File: src/hw/rtl/pfa_pkg.sv
// pfa_pkg: shared types, codes and reset table for the partition fit allocator
// no dependencies; imported by partition_fit_allocator and its testbench

package pfa_pkg;

  localparam int TABLE_ENTRIES = 16;
  localparam int SIZE_BITS     = 16;
  localparam int TAG_BITS      = 8;
  localparam int IDX_BITS      = $clog2(TABLE_ENTRIES);
  localparam int CNT_BITS      = $clog2(TABLE_ENTRIES + 1);
  localparam int CFG_BITS      = 5;
  localparam int RESET_USE     = 10;

  // operation codes
  localparam logic OP_ALLOCATE = 1'b0;
  localparam logic OP_WRITE    = 1'b1;

  // policy codes
  localparam logic [1:0] POL_FIRST = 2'd0;
  localparam logic [1:0] POL_BEST  = 2'd1;
  localparam logic [1:0] POL_WORST = 2'd2;
  localparam logic [1:0] POL_NEXT  = 2'd3;

  // result status codes
  localparam logic [1:0] ST_ALLOCATED = 2'd0;
  localparam logic [1:0] ST_NO_FIT    = 2'd1;
  localparam logic [1:0] ST_WRITTEN   = 2'd2;

  // one partition table entry
  typedef struct packed {
    logic                 taken;
    logic [TAG_BITS-1:0]  owner;
    logic [SIZE_BITS-1:0] size;
  } entry_t;

  // partition table contents after reset
  function automatic entry_t reset_entry(input logic [IDX_BITS-1:0] idx);
    entry_t e;
    e.owner = '0;
    e.taken = 1'b0;
    e.size  = '0;
    case (idx)
      IDX_BITS'(0): begin e.size = SIZE_BITS'(100); e.taken = 1'b1; end
      IDX_BITS'(1): begin e.size = SIZE_BITS'(500); end
      IDX_BITS'(2): begin e.size = SIZE_BITS'(200); e.taken = 1'b1; end
      IDX_BITS'(3): begin e.size = SIZE_BITS'(300); end
      IDX_BITS'(4): begin e.size = SIZE_BITS'(600); end
      IDX_BITS'(5): begin e.size = SIZE_BITS'(150); e.taken = 1'b1; end
      IDX_BITS'(6): begin e.size = SIZE_BITS'(250); end
      IDX_BITS'(7): begin e.size = SIZE_BITS'(400); end
      IDX_BITS'(8): begin e.size = SIZE_BITS'(350); e.taken = 1'b1; end
      IDX_BITS'(9): begin e.size = SIZE_BITS'(700); end
      default: begin e.size = '0; end
    endcase
    return e;
  endfunction

endpackage

File: src/hw/rtl/partition_fit_allocator.sv
// partition_fit_allocator: fixed partition table with first, best, worst and next fit
// depends on pfa_pkg (types, codes, reset table)
//
// usage:
//   input channel (in_valid / in_stall) carries one request item: an allocate
//   with a policy and a size, or a write of one table entry. output channel
//   (out_valid / out_stall) returns one result item per request.
//   cfg_write / cfg_data set partitions_in_use; write it only while idle.
// sequencing:
//   one request at a time. a write, or an allocate with no partitions in use,
//   goes straight to the done state on accept. any other allocate first
//   reduces its start index (the rover for next fit, else zero) modulo the
//   live entry count (partitions_in_use, capped at 16) by repeated subtract,
//   then reads the table memory one entry a cycle through a registered read.
//   the chosen entry is written back on the cycle the result is loaded, and
//   the next item is accepted on the cycle after that.
// reset:
//   rst is synchronous, active high. the table reads as its ten preset
//   partitions through per-entry valid bits, no clearing pass; the rover is
//   cleared and partitions_in_use returns to 10.
// stall:
//   the result sits in the output register while out_stall is high; a
//   finished request waits there and in_stall stays high until it can load.

module partition_fit_allocator (
  input  logic                          clk,
  input  logic                          rst,
  // configuration
  input  logic                          cfg_write,
  input  logic [pfa_pkg::CFG_BITS-1:0]  cfg_data,
  // request channel
  input  logic                          in_valid,
  output logic                          in_stall,
  input  logic                          operation,
  input  logic [1:0]                    policy,
  input  logic [pfa_pkg::SIZE_BITS-1:0] request_size,
  input  logic [pfa_pkg::TAG_BITS-1:0]  owner_tag,
  input  logic [pfa_pkg::IDX_BITS-1:0]  entry_index,
  input  logic [pfa_pkg::SIZE_BITS-1:0] entry_size,
  input  logic                          entry_taken,
  // result channel
  output logic                          out_valid,
  input  logic                          out_stall,
  output logic [1:0]                    status,
  output logic [pfa_pkg::IDX_BITS-1:0]  granted_index,
  output logic [pfa_pkg::SIZE_BITS-1:0] granted_size
);
  import pfa_pkg::*;

  localparam logic [1:0] S_IDLE = 2'd0;
  localparam logic [1:0] S_MOD  = 2'd1;
  localparam logic [1:0] S_SCAN = 2'd2;
  localparam logic [1:0] S_DONE = 2'd3;

  logic [1:0]           state;
  logic [CFG_BITS-1:0]  partitions_in_use;
  logic [IDX_BITS-1:0]  rover;

  // latched request
  logic                 req_op;
  logic [1:0]           req_policy;
  logic [SIZE_BITS-1:0] req_need;
  logic [TAG_BITS-1:0]  req_tag;
  logic [IDX_BITS-1:0]  req_widx;
  logic [SIZE_BITS-1:0] req_wsize;
  logic                 req_wtaken;

  // scan control
  logic [CFG_BITS-1:0]  rem;
  logic [IDX_BITS-1:0]  rd_addr;
  logic                 scan_issue;
  logic [CNT_BITS-1:0]  issued;
  logic                 eval_live;
  logic [IDX_BITS-1:0]  eval_idx;
  logic                 found;
  logic [IDX_BITS-1:0]  pick;
  logic [SIZE_BITS-1:0] pick_size;

  // table memory and valid bits
  entry_t               mem [TABLE_ENTRIES];
  logic [TABLE_ENTRIES-1:0] written;
  entry_t               rd_word;
  logic                 rd_written;
  logic                 mem_we;
  logic [IDX_BITS-1:0]  mem_waddr;
  entry_t               mem_wdata;

  logic                 accept;
  logic                 done_load;
  logic [CNT_BITS-1:0]  count;
  entry_t               cur;
  logic                 cur_fits;
  logic                 take;
  logic [CNT_BITS-1:0]  addr_inc;
  logic [CNT_BITS-1:0]  pick_inc;

  assign accept    = in_valid && !in_stall;
  assign in_stall  = (state != S_IDLE);
  assign done_load = (state == S_DONE) && (!out_valid || !out_stall);

  // live entry count, saturated to table depth
  always_comb begin
    if (partitions_in_use > CFG_BITS'(TABLE_ENTRIES)) begin
      count = CNT_BITS'(TABLE_ENTRIES);
    end else begin
      count = CNT_BITS'(partitions_in_use);
    end
  end

  // entry under evaluation: never written entries read as reset contents
  assign cur      = rd_written ? rd_word : reset_entry(eval_idx);
  assign cur_fits = !cur.taken && (cur.size >= req_need);

  always_comb begin
    take = 1'b0;
    if (eval_live && cur_fits) begin
      case (req_policy)
        POL_BEST:  take = !found || (cur.size < pick_size);
        POL_WORST: take = !found || (cur.size > pick_size);
        default:   take = !found;
      endcase
    end
  end

  // circular address step over the live entries
  assign addr_inc = CNT_BITS'(rd_addr) + CNT_BITS'(1);
  assign pick_inc = CNT_BITS'(pick) + CNT_BITS'(1);

  // write-back of the result
  always_comb begin
    mem_we    = 1'b0;
    mem_waddr = req_widx;
    mem_wdata = '{taken: req_wtaken, owner: req_tag, size: req_wsize};
    if (done_load) begin
      if (req_op == OP_WRITE) begin
        mem_we = 1'b1;
      end else if (found) begin
        mem_we    = 1'b1;
        mem_waddr = pick;
        mem_wdata = '{taken: 1'b1, owner: req_tag, size: pick_size};
      end
    end
  end

  // table memory, registered read
  always_ff @(posedge clk) begin
    if (mem_we) begin
      mem[mem_waddr] <= mem_wdata;
    end
    rd_word <= mem[rd_addr];
  end

  // valid bits and read pipeline control
  always_ff @(posedge clk) begin
    if (rst) begin
      written    <= '0;
      rd_written <= 1'b0;
      eval_live  <= 1'b0;
    end else begin
      if (mem_we) begin
        written[mem_waddr] <= 1'b1;
      end
      rd_written <= written[rd_addr];
      eval_live  <= scan_issue;
    end
  end

  always_ff @(posedge clk) begin
    eval_idx <= rd_addr;
  end

  // configuration register
  always_ff @(posedge clk) begin
    if (rst) begin
      partitions_in_use <= CFG_BITS'(RESET_USE);
    end else if (cfg_write) begin
      partitions_in_use <= cfg_data;
    end
  end

  // request latch
  always_ff @(posedge clk) begin
    if (accept) begin
      req_op     <= operation;
      req_policy <= policy;
      req_need   <= request_size;
      req_tag    <= owner_tag;
      req_widx   <= entry_index;
      req_wsize  <= entry_size;
      req_wtaken <= entry_taken;
    end
  end

  // sequencer
  always_ff @(posedge clk) begin
    if (rst) begin
      state      <= S_IDLE;
      rover      <= '0;
      scan_issue <= 1'b0;
      issued     <= '0;
      found      <= 1'b0;
      rem        <= '0;
      rd_addr    <= '0;
    end else begin
      case (state)
        S_IDLE: begin
          if (accept) begin
            found <= 1'b0;
            if (operation == OP_WRITE || count == '0) begin
              state <= S_DONE;
            end else if (policy == POL_NEXT) begin
              rem   <= CFG_BITS'(rover);
              state <= S_MOD;
            end else begin
              rem   <= '0;
              state <= S_MOD;
            end
          end
        end
        S_MOD: begin
          if (rem >= CFG_BITS'(count)) begin
            rem <= rem - CFG_BITS'(count);
          end else begin
            rd_addr    <= rem[IDX_BITS-1:0];
            scan_issue <= 1'b1;
            issued     <= CNT_BITS'(1);
            state      <= S_SCAN;
          end
        end
        S_SCAN: begin
          if (scan_issue) begin
            if (issued == count) begin
              scan_issue <= 1'b0;
            end else begin
              issued <= issued + CNT_BITS'(1);
              if (addr_inc == count) begin
                rd_addr <= '0;
              end else begin
                rd_addr <= addr_inc[IDX_BITS-1:0];
              end
            end
          end
          if (take) begin
            found <= 1'b1;
          end
          if (!scan_issue && !eval_live) begin
            state <= S_DONE;
          end
        end
        S_DONE: begin
          if (done_load) begin
            if (req_op == OP_ALLOCATE && found && req_policy == POL_NEXT) begin
              if (pick_inc == count) begin
                rover <= '0;
              end else begin
                rover <= pick_inc[IDX_BITS-1:0];
              end
            end
            state <= S_IDLE;
          end
        end
        default: begin
          state <= S_IDLE;
        end
      endcase
    end
  end

  // best candidate so far
  always_ff @(posedge clk) begin
    if (take) begin
      pick      <= eval_idx;
      pick_size <= cur.size;
    end
  end

  // output register
  always_ff @(posedge clk) begin
    if (rst) begin
      out_valid <= 1'b0;
    end else if (done_load) begin
      out_valid <= 1'b1;
    end else if (!out_stall) begin
      out_valid <= 1'b0;
    end
  end

  always_ff @(posedge clk) begin
    if (done_load) begin
      if (req_op == OP_WRITE) begin
        status        <= ST_WRITTEN;
        granted_index <= '0;
        granted_size  <= '0;
      end else if (found) begin
        status        <= ST_ALLOCATED;
        granted_index <= pick;
        granted_size  <= pick_size;
      end else begin
        status        <= ST_NO_FIT;
        granted_index <= '0;
        granted_size  <= '0;
      end
    end
  end

  // an accepted item keeps the block busy on the next cycle
  a_busy_after_accept: assert property (@(posedge clk) disable iff (rst)
    accept |=> in_stall)
    else $error("request channel not stalled after accepting an item");

  // reads issued never run past the live entry count
  a_issue_bound: assert property (@(posedge clk) disable iff (rst)
    (state == S_SCAN) |-> (issued <= count))
    else $error("scan issued more reads than live entries");

  // evaluation only follows an issued read
  a_eval_follows_issue: assert property (@(posedge clk) disable iff (rst)
    eval_live |-> $past(scan_issue))
    else $error("entry evaluated without a read issued");

  // no-fit and write results carry zero index and size
  a_zero_payload: assert property (@(posedge clk) disable iff (rst)
    (out_valid && (status == ST_NO_FIT || status == ST_WRITTEN))
      |-> (granted_index == '0 && granted_size == '0))
    else $error("non-grant result carries a nonzero index or size");

endmodule

File: config.mk
export PLATFORM = sky130hd
export DESIGN_NAME = partition_fit_allocator
export DESIGN_NICKNAME = d
export VERILOG_FILES = /design/src/hw/rtl/pfa_pkg.sv /design/src/hw/rtl/partition_fit_allocator.sv
export SDC_FILE = /design/constraint.sdc
export NUM_CORES = 1
export LEC_CHECK = 0
export ABC_AREA = 1
export BUFFER_PORTS_ARGS = -buffer_cell sky130_fd_sc_hd__buf_2
export CAP_MARGIN = 10
export CORE_AREA = 2 2 202 204
export CTS_BUF_LIST = sky130_fd_sc_hd__clkbuf_2
export CTS_CLUSTER_SIZE = 25
export DETAILED_ROUTE_END_ITERATION = 12
export DIE_AREA = 0 0 204 206
export GPL_TIMING_DRIVEN = 0
export PLACE_DENSITY_LB_ADDON = 0.08
export SLEW_MARGIN = 40
export SYNTH_ARGS = -nofsm -noshare
export SYNTH_HDL_FRONTEND = slang
export SYNTH_SLANG_ARGS = --single-unit
File: constraint.sdc
create_clock -name clk -period 4.8 [get_ports clk]
set_clock_uncertainty 0.2 [all_clocks]
set_input_delay 0.72 -clock clk [delete_from_list [all_inputs] [get_ports clk]]
set_output_delay 0.72 -clock clk [all_outputs]
set_load 0.01 [all_outputs]
# Word-level counts from Yosys, hierarchy flattened
# Memories as Yosys holds them, arrays and structs flattened. A register that Yosys moved wholly into a read port is not among the register bits.
# Index checks and enable logic that the tools add are counted.
# totals
regBits,140
mem_bits_rw,400
input_bits,58
out_inout_bits,24
memories,1
# op_classes
n_addsub,4
order_cmp,8
n_eq_ne,29
mux,52
bitwise_logic,3
reduce_logical,34
# memory_table
name,words,word_bits,rd,rd_clocked_by_memory_dff,write_ports,line_no,source
mem,16,25,1,1,1,partition_fit_allocator.sv:80,entry_t mem [TABLE_ENTRIES];
# op_table
operator,n
25-bit 2-to-1 mux,4
10-bit case mux with 10 select lines,1
4-bit 2-to-1 mux,9
5-bit 2-to-1 mux,7
5-bit case mux with 2 select lines,2
2-bit inequality test (second input constant),9
1-bit 2-to-1 mux,17
4-bit by 3-bit == test with 1-bit output (second input constant),4
16-bit greater-or-equal comparator,1
16-bit greater-than comparator,1
16-bit less-than comparator,1
16-bit OR,1
5-bit == test,3
4-bit AND reduction,3
4-bit by 1-bit adder with 5-bit output (second input constant),2
2-bit == test (second input constant),5
4-bit by 5-bit less-than comparator with 1-bit output (second input constant),2
2-bit 2-to-1 mux,5
4-bit by 2-bit == test with 1-bit output (second input constant),2
4-bit == test (second input constant),2
1-bit logical AND,8
2-bit case mux with 4 select lines,1
4-bit case mux with 2 select lines,1
2-bit nonzero test,4
21 further kinds,35

# Logic depth before layout (Yosys ltp)
# Gate-level depths: netlist of run 1.
# depth
depth_word,10
mapped_depth,17
mapped_depth_nobuf,17

# Least setup slack after synthesis of run 1
# No wires, ideal clock.
# synth_path
kind,register to register
from,reg rd_written
to,"reg pick[0], enable pin"
setup_ns,0.404
arrival_time_ns,2.790
setup_slack_ns,1.406
stages_incl_launch_ff,17
path_buffers,1
period_less_slack_ns,3.394
path_cell_list,dfxtp_1 inv_1 clkbuf_1 nor2_1 a31oi_1 ha_1 nand2_1 inv_1 nand2_1 nand2_1 nand2_1 nand2_1 nand2_1 nand2_1 nand2_1 nand3_1 a21oi_1
# synth_rtl
element,line_no,source
start: declaration,partition_fit_allocator.sv:83,logic rd_written;
start signal: assignment,partition_fit_allocator.sv:163,rd_written <= written[rd_addr];
end signal: assignment,partition_fit_allocator.sv:272,pick <= eval_idx;
end: declaration,partition_fit_allocator.sv:76,logic [IDX_BITS-1:0] pick;

==> results.toml, run 1 <==
[setup_path]
crit_type = "reg -> reg"
crit_arrival_ns = 4.03
crit_path_max_incr_delay_ns = 0.46
rr_worst_depth = 13
crit_slowest_cell = "dfxtp_1"
endpoint_kind = "register"
critical_path_required_ns = 5.33
startpoint_type = "register"
critPathTopFamily = "simple AND/OR/NAND/NOR gates"
crit_chain = "inv_1 -> nand2_1 -> nor2_1 -> nor4b_1 -> a21oi_1 -> ha_1 -> nand4_1 -> nor3_1 -> nand2_1 -> nand3_1 -> nand3_1 -> a21oi_4 -> buf_8"
path_depth = 13
path_max_fanout = 16
cp_num_buf_inv = 2

[sta]
fmax_ghz = 0.2858
worst_hold_slack_ns = 0.1396
max_slew_margin_pct = 46.49
worst_slack_ns = 1.301
worst_pin_slew_ns = 0.8027
rsz0062_at_grt = "no"
finalSetupViolCount = 0
finalCritPeriodShare_pct = 72.89
fin_setup_tns_ns = 0
layout_min_cycle_time_ns = 3.499
hold_viol = 0
slew_violations = 0

[placed_design]
hpwl_um = 33850
portBuffers = 73
dp_slack_ns = 1.314
place_congestion = 0.8961

[floorplan]
rows = 74
coreArea_sq_mm = 0.04018
start_util_pct = 44.00
io_pins = 82
fp.dieW_um = 204
design.die.area_sq_mm = 0.04202
die_h_um = 206

[clocking]
cts.sinks = 421
cts_tree = "yes"
clk_latency_ns = 1.08
htreeDepth = 3
cts_inserted_buffers = 110
clock_path_buffers = 3
cts_root_buffer = "clkbuf_2"
clk_pin_slew_ns = 0.10

[pwr]
max-vdd-ir-drop_mv = 0.2261
p_per_area_mw_per_mm2 = 460.8
p_leak_nw = 7.946

[global_route]
grt_pass1_vias = 12510
grt_use_total_pct = 24.53
overflow = 0
antenna_found_initial = 2
grt_pass1_wl_um = 75510
grt_max_degree = 41

[yosys]
netlist_area_sq_mm = 0.01768
syn_avg_cell_area_sq_um = 11.41
ys.flop_type = "edfxtp_1"
syn-num-nets = 1655
syn_inst = 1550
synth_warnings = 0
synth-edff-count = 354
synthTopCellsByArea = "edfxtp_1 (60%), dfxtp_1 (7.6%), o21ai_0 (5.3%)"
ys_seq_area_share_pct = 67.70
synthArstFlopShare_pct = 0
yosys.area.top_type = "edfxtp_1"
synth_top_area_share_pct = 60.12
synth_cell_type_count = 40
synth_seq_cells = 421

[routing]
vias_per_cell = 5.267
first_pass_iters = 5
routed_wl_um = 51040
wl_per_cell_um = 21.07
initialDrtViolationCount = 1063
vias = 12756
drcViolationCount = 0
ant_nets = 0

[hold_path]
hold_depth = 0
hold_class = "reg -> reg"

[finish]
fin_nets = 1913
drive_gt1_share_pct = 18.01
num-fill-cells = 3686
synthToLayoutAreaGrowth_pct = 15.95

[run]
drv_cap = 0

[status]
status = "complete, no violations"
[per-stage QoR]
stage	area [sq um]	total power [mW]	instances	utilization, %
3_3_place_gp	18710	6.933	2155	46.57
4_1_cts	20490	9.496	2419	50.99
3_5_place_dp	18940	7.011	2169	47.12
6_report	20500	9.448	2422	51.02
5_1_grt	20500	9.957	2421	51.02
2_1_floorplan	17680	6.005	1550	-
[Yosys cell counts, drive strengths merged (3+ instances only)]
library cell and number:
o221ai 47, nor3 6, edfxtp 354, o22ai 21, clkinv 3, a31oi 5
ha 46, dfxtp 67, o211ai 21, nor2 222, inv 140, xor2 8
nand3 50, nand4 10, clkbuf 49, buf 24, xnor2 4, nand2 200
o21bai 3, a21oi 74, o21ai 186
[cell families (layout without fill, tap and decap cells)]
logic type	count (synthesis)	in the layout	share of synthesized area (%)
and+or+nand+nor	493	493	11.58
AOI/OAI and AO/OA	361	361	11.96
other	0	2	0
xor gates and xnor gates	12	12	0.5944
adders and majority gates	47	47	3.368
buffers and inverters	216	554	4.798
DFF	421	421	67.70
[area by class of cell]
type	count	area [sq um]	share of cell area, %
multi-input combinational	913	4956	24.17
clock inverter	25	137.6	0.6713
tap	532	665.6	3.247
antenna	2	5.005	0.02441
sequential	421	11970	58.39
buffer	73	311.5	1.520
inverter	143	541.8	2.642
clock buffer	167	835.8	4.077
timing repair buffer	146	1077	5.254
[layer usage]
| metal | wire length [um] | global-route usage [%] | vias to the layer above |
|---|---|---|---|
| met3 | 2906 | 4.951 | 99 |
| met5 | 13 | 0 | - |
| met4 | 1390 | 8.644 | 2 |
| met1 | 22720 | 32.45 | 6144 |
| li1 | - | - | 6071 |
| met2 | 24000 | 40.34 | 440 |
[power breakdown]
part           switching, mW  total [mW]  internal [mW]
clock network           1.47        2.45          0.975
logic                   1.81        2.53          0.717
registers              0.108        4.47           4.36
total                   3.40        9.45           6.05
[registers in the layout, summed over array words and instances, names as in the netlist, 4 cells and up]
signal and flops:
granted_index 4, req_need 16, rover 4, mem 272
eval_idx 4, req_widx 4, rem 5, req_wsize 16
rd_word 17, pick_size 16, rd_addr 4, written 16
partitions_in_use 5, issued 5, pick 4, granted_size 16
[path summary, 6_finish.rpt]
path / end / slack, ns / start
max reg2reg: pick_size[1] / 1.30 / eval_idx[1]
min: eval_idx[2] / 0.14 / rd_addr[2]
min reg2reg: eval_idx[2] / 0.14 / rd_addr[2]
max: pick_size[1] / 1.30 / eval_idx[1]
[cells in the final DEF (no fill, tap or decap), types with 3 or more instances in the layout]
master / netlist / routed
edfxtp_1: 354 / 354
buf_4: 0 / 11
o21ai_0: 186 / 170
a31oi_1: 5 / 5
clkbuf_2: 0 / 169
dlygate4sd3_1: 0 / 58
buf_1: 6 / 6
clkinv_1: 3 / 20
buf_2: 16 / 89
xor2_1: 8 / 8
xnor2_1: 4 / 4
o22ai_1: 21 / 21
o21ai_2: 0 / 13
inv_2: 3 / 21
clkbuf_1: 49 / 47
buf_6: 2 / 5
nand3_1: 50 / 50
nor2_1: 220 / 220
o211ai_1: 21 / 21
o21ai_4: 0 / 3
nand4_1: 10 / 10
a21oi_1: 72 / 71
nand2_1: 193 / 193
nand2_2: 4 / 4
ha_1: 46 / 46
inv_1: 136 / 118
o221ai_1: 47 / 47
dfxtp_1: 67 / 67
nand2_4: 3 / 3
clkinv_2: 0 / 3
[worst reg2reg max path: stages (launching register included)]
cell and delay (ns):
dfxtp_1 0.46, inv_1 0.11, nand2_1 0.10, nor2_1 0.08, nor4b_1 0.37, a21oi_1 0.23
ha_1 0.34, nand4_1 0.09, nor3_1 0.41, nand2_1 0.14, nand3_1 0.10, nand3_1 0.13
a21oi_4 0.26, buf_8 0.21
[timing repair]
item	in CTS	in global routing
hold endpoints to repair	57	0
setup buffers	0	0
resized for setup	0	0
hold buffers	58	0
Power figures use the tool's default switching activity.
==> inputs of run 2 (changes only) <==
Clock period 4.8 ns to 3.1 ns, I/O delays scaled along.
==> run 2 against run 1 <==
Power is 57% higher. Sequential share of layout area is 1.8 points lower. Register-to-register slack lost 1.2 ns. Critical endpoint is now mem[11][1].
==> results.toml, run 2 (synthesis results as in run 1) <==
[setup_path]
reg2reg_from = "rd_written"
endpoint_kind = "register"
path_max_fanout = 17
rr_worst_depth = 13
crit_type = "in -> reg"
rr_endpoint = "pick_size[12]"
startpoint_type = "primary input"
crit_arrival_ns = 3.49
critical_path_required_ns = 3.57
r2r_slack_ns = 0.11

[sta]
hold_viol = 0
fmax_ghz = 0.3311
layout_min_cycle_time_ns = 3.020
finalSetupViolCount = 0
finalCritPeriodShare_pct = 97.43
fin_setup_tns_ns = 0
rsz0062_at_grt = "no"
worst_pin_slew_ns = 0.8540
max_slew_margin_pct = 43.07
slew_violations = 0

[placed_design]
placed_cell_area_sq_mm = 0.01895
hpwl_um = 33490
place_congestion = 0.9142
portBuffers = 73
dp.cells = 2170

[global_route]
grt_use_total_pct = 25.19
antenna_found_initial = 3
grt_max_degree = 41
grt_pass1_vias = 12835
grt_pass1_wl_um = 77540
overflow = 0

[finish]
drive_gt1_share_pct = 19.06
layout_common_cells = "edfxtp_1 (354), nor2_1 (218), nand2_1 (187)"
fin_cells = 2475
fin_nets = 1966
layout_commonest_cell = "edfxtp_1"
synthToLayoutAreaGrowth_pct = 19.83
largest_reg_flops = 272
final_area_sq_mm = 0.02119
num-fill-cells = 3610
largest_register = "mem"
postLayoutCoreUtil_pct = 52.73
reg.largest.list = "mem: 272 flops, rd_word: 17 flops"

[hold_path]
holdPathEnd = "eval_idx[2]"
hold_class = "reg -> reg"
hold_depth = 0
min_from = "rd_addr[2]"

[routing]
routed_wl_um = 52050
wl_per_cell_um = 21.03
vias_per_cell = 5.249
ant_nets = 0
initialDrtViolationCount = 1068
first_pass_iters = 5
drcViolationCount = 0
vias = 12991

[clocking]
clock_path_buffers = 3
cts_root_buffer = "clkbuf_2"
cts.sinks = 421
clk_latency_ns = 1.11
cts_inserted_buffers = 110
htreeDepth = 3
clk_pin_slew_ns = 0.09
cts_tree = "yes"

[status]
status = "complete, no violations"

[floorplan]
coreArea_sq_mm = 0.04018
io_pins = 82
fp.dieW_um = 204
start_util_pct = 44.00
die_h_um = 206
design.die.area_sq_mm = 0.04202
rows = 74

[pwr]
max-vdd-ir-drop_mv = 0.3138
p_per_area_mw_per_mm2 = 701.5
p_leak_nw = 8.224

[run]
drv_cap = 0
run 2: cell types whose count changed in the layout (fill, tap and decap cells not counted), sizes merged:
cell         change
a21oi            +1
buf              +3
bufinv           +1
clkbuf           +3
clkinv           +1
dlygate4sd3     +49
inv              -5
run 2: critical path, stage by stage:
cell and delay, ns:
dlygate4sd3_1 0.53, buf_2 0.12, dlygate4sd3_1 0.55, nand2_1 0.10
nand2_2 0.12, nor2_8 0.20, nor2_1 0.07, a21oi_1 0.35
inv_1 0.13, nor2_1 0.23, nand2_1 0.13, inv_2 0.47
run 2: worst max path at each step:
stage / from / endpoint / slack [ns] / cells after the start
after floorplan: rd_written / pick[0] / 0.09 / 16
after global placement: out_stall / mem[0][13] / -1.11 / 7
after detailed placement: eval_idx[1] / pick_size[15] / -0.64 / 12
after CTS: eval_idx[3] / pick_size[11] / 0.008 / 16
after global routing: out_stall / mem[11][10] / 0.007 / 12
final: out_stall / mem[11][1] / 0.08 / 12
run 2: metrics by stage:
| step | power, mW | hold WS [ns] | setup WS [ns] |
|---|---|---|---|
| after CTS | 14.91 | 0.05489 | 0.007875 |
| after global routing | 15.70 | 0.1068 | 0.007042 |
| after global placement | 10.76 | 0.1308 | -1.110 |
| after detailed placement | 10.88 | 0.1321 | -0.6395 |
| after floorplan | 9.299 | 0.1258 | 0.08578 |
| final | 14.86 | 0.1405 | 0.07968 |
run 2: power breakdown:
group / internal, mW / switching [mW]
clock: 1.60 / 2.28
sequential: 6.75 / 0.169
combinational: 1.20 / 2.85
total: 9.56 / 5.31
run 2: layout make-up:
| cell class | instances | area [sq um] | area share [%] |
|---|---|---|---|
| Antenna cell | 2 | 5.005 | 0.02362 |
| Buffer | 73 | 316.6 | 1.494 |
| Clock buffer | 170 | 850.8 | 4.016 |
| Clock inverter | 22 | 143.9 | 0.6791 |
| Inverter | 143 | 548.0 | 2.587 |
| Multi-Input combinational cell | 914 | 5064 | 23.90 |
| Sequential cell | 421 | 11980 | 56.54 |
| Tap cell | 532 | 665.6 | 3.142 |
| Timing Repair Buffer | 198 | 1614 | 7.618 |
run 2: routing by layer:
| metal | track usage (%) | vias to the layer above | part of all wire [%] | routed length [um] |
|---|---|---|---|---|
| li1 | - | 6183 | - | - |
| met1 | 33.34 | 6226 | 43 | 22460 |
| met2 | 41.52 | 470 | 48 | 24740 |
| met3 | 4.573 | 112 | 6.4 | 3333 |
| met4 | 9.550 | 0 | 2.9 | 1524 |
| met5 | 0 | - | 0 | 0 |
run 2: timing repair:
item	4_1_cts	5_1_grt
buffers inserted	3	0
gates resized for setup	12	26
pin swaps	2	7
setup endpoints to repair	20	53
hold endpoints to repair	118	0
hold buffers	107	0
cloned	1	0
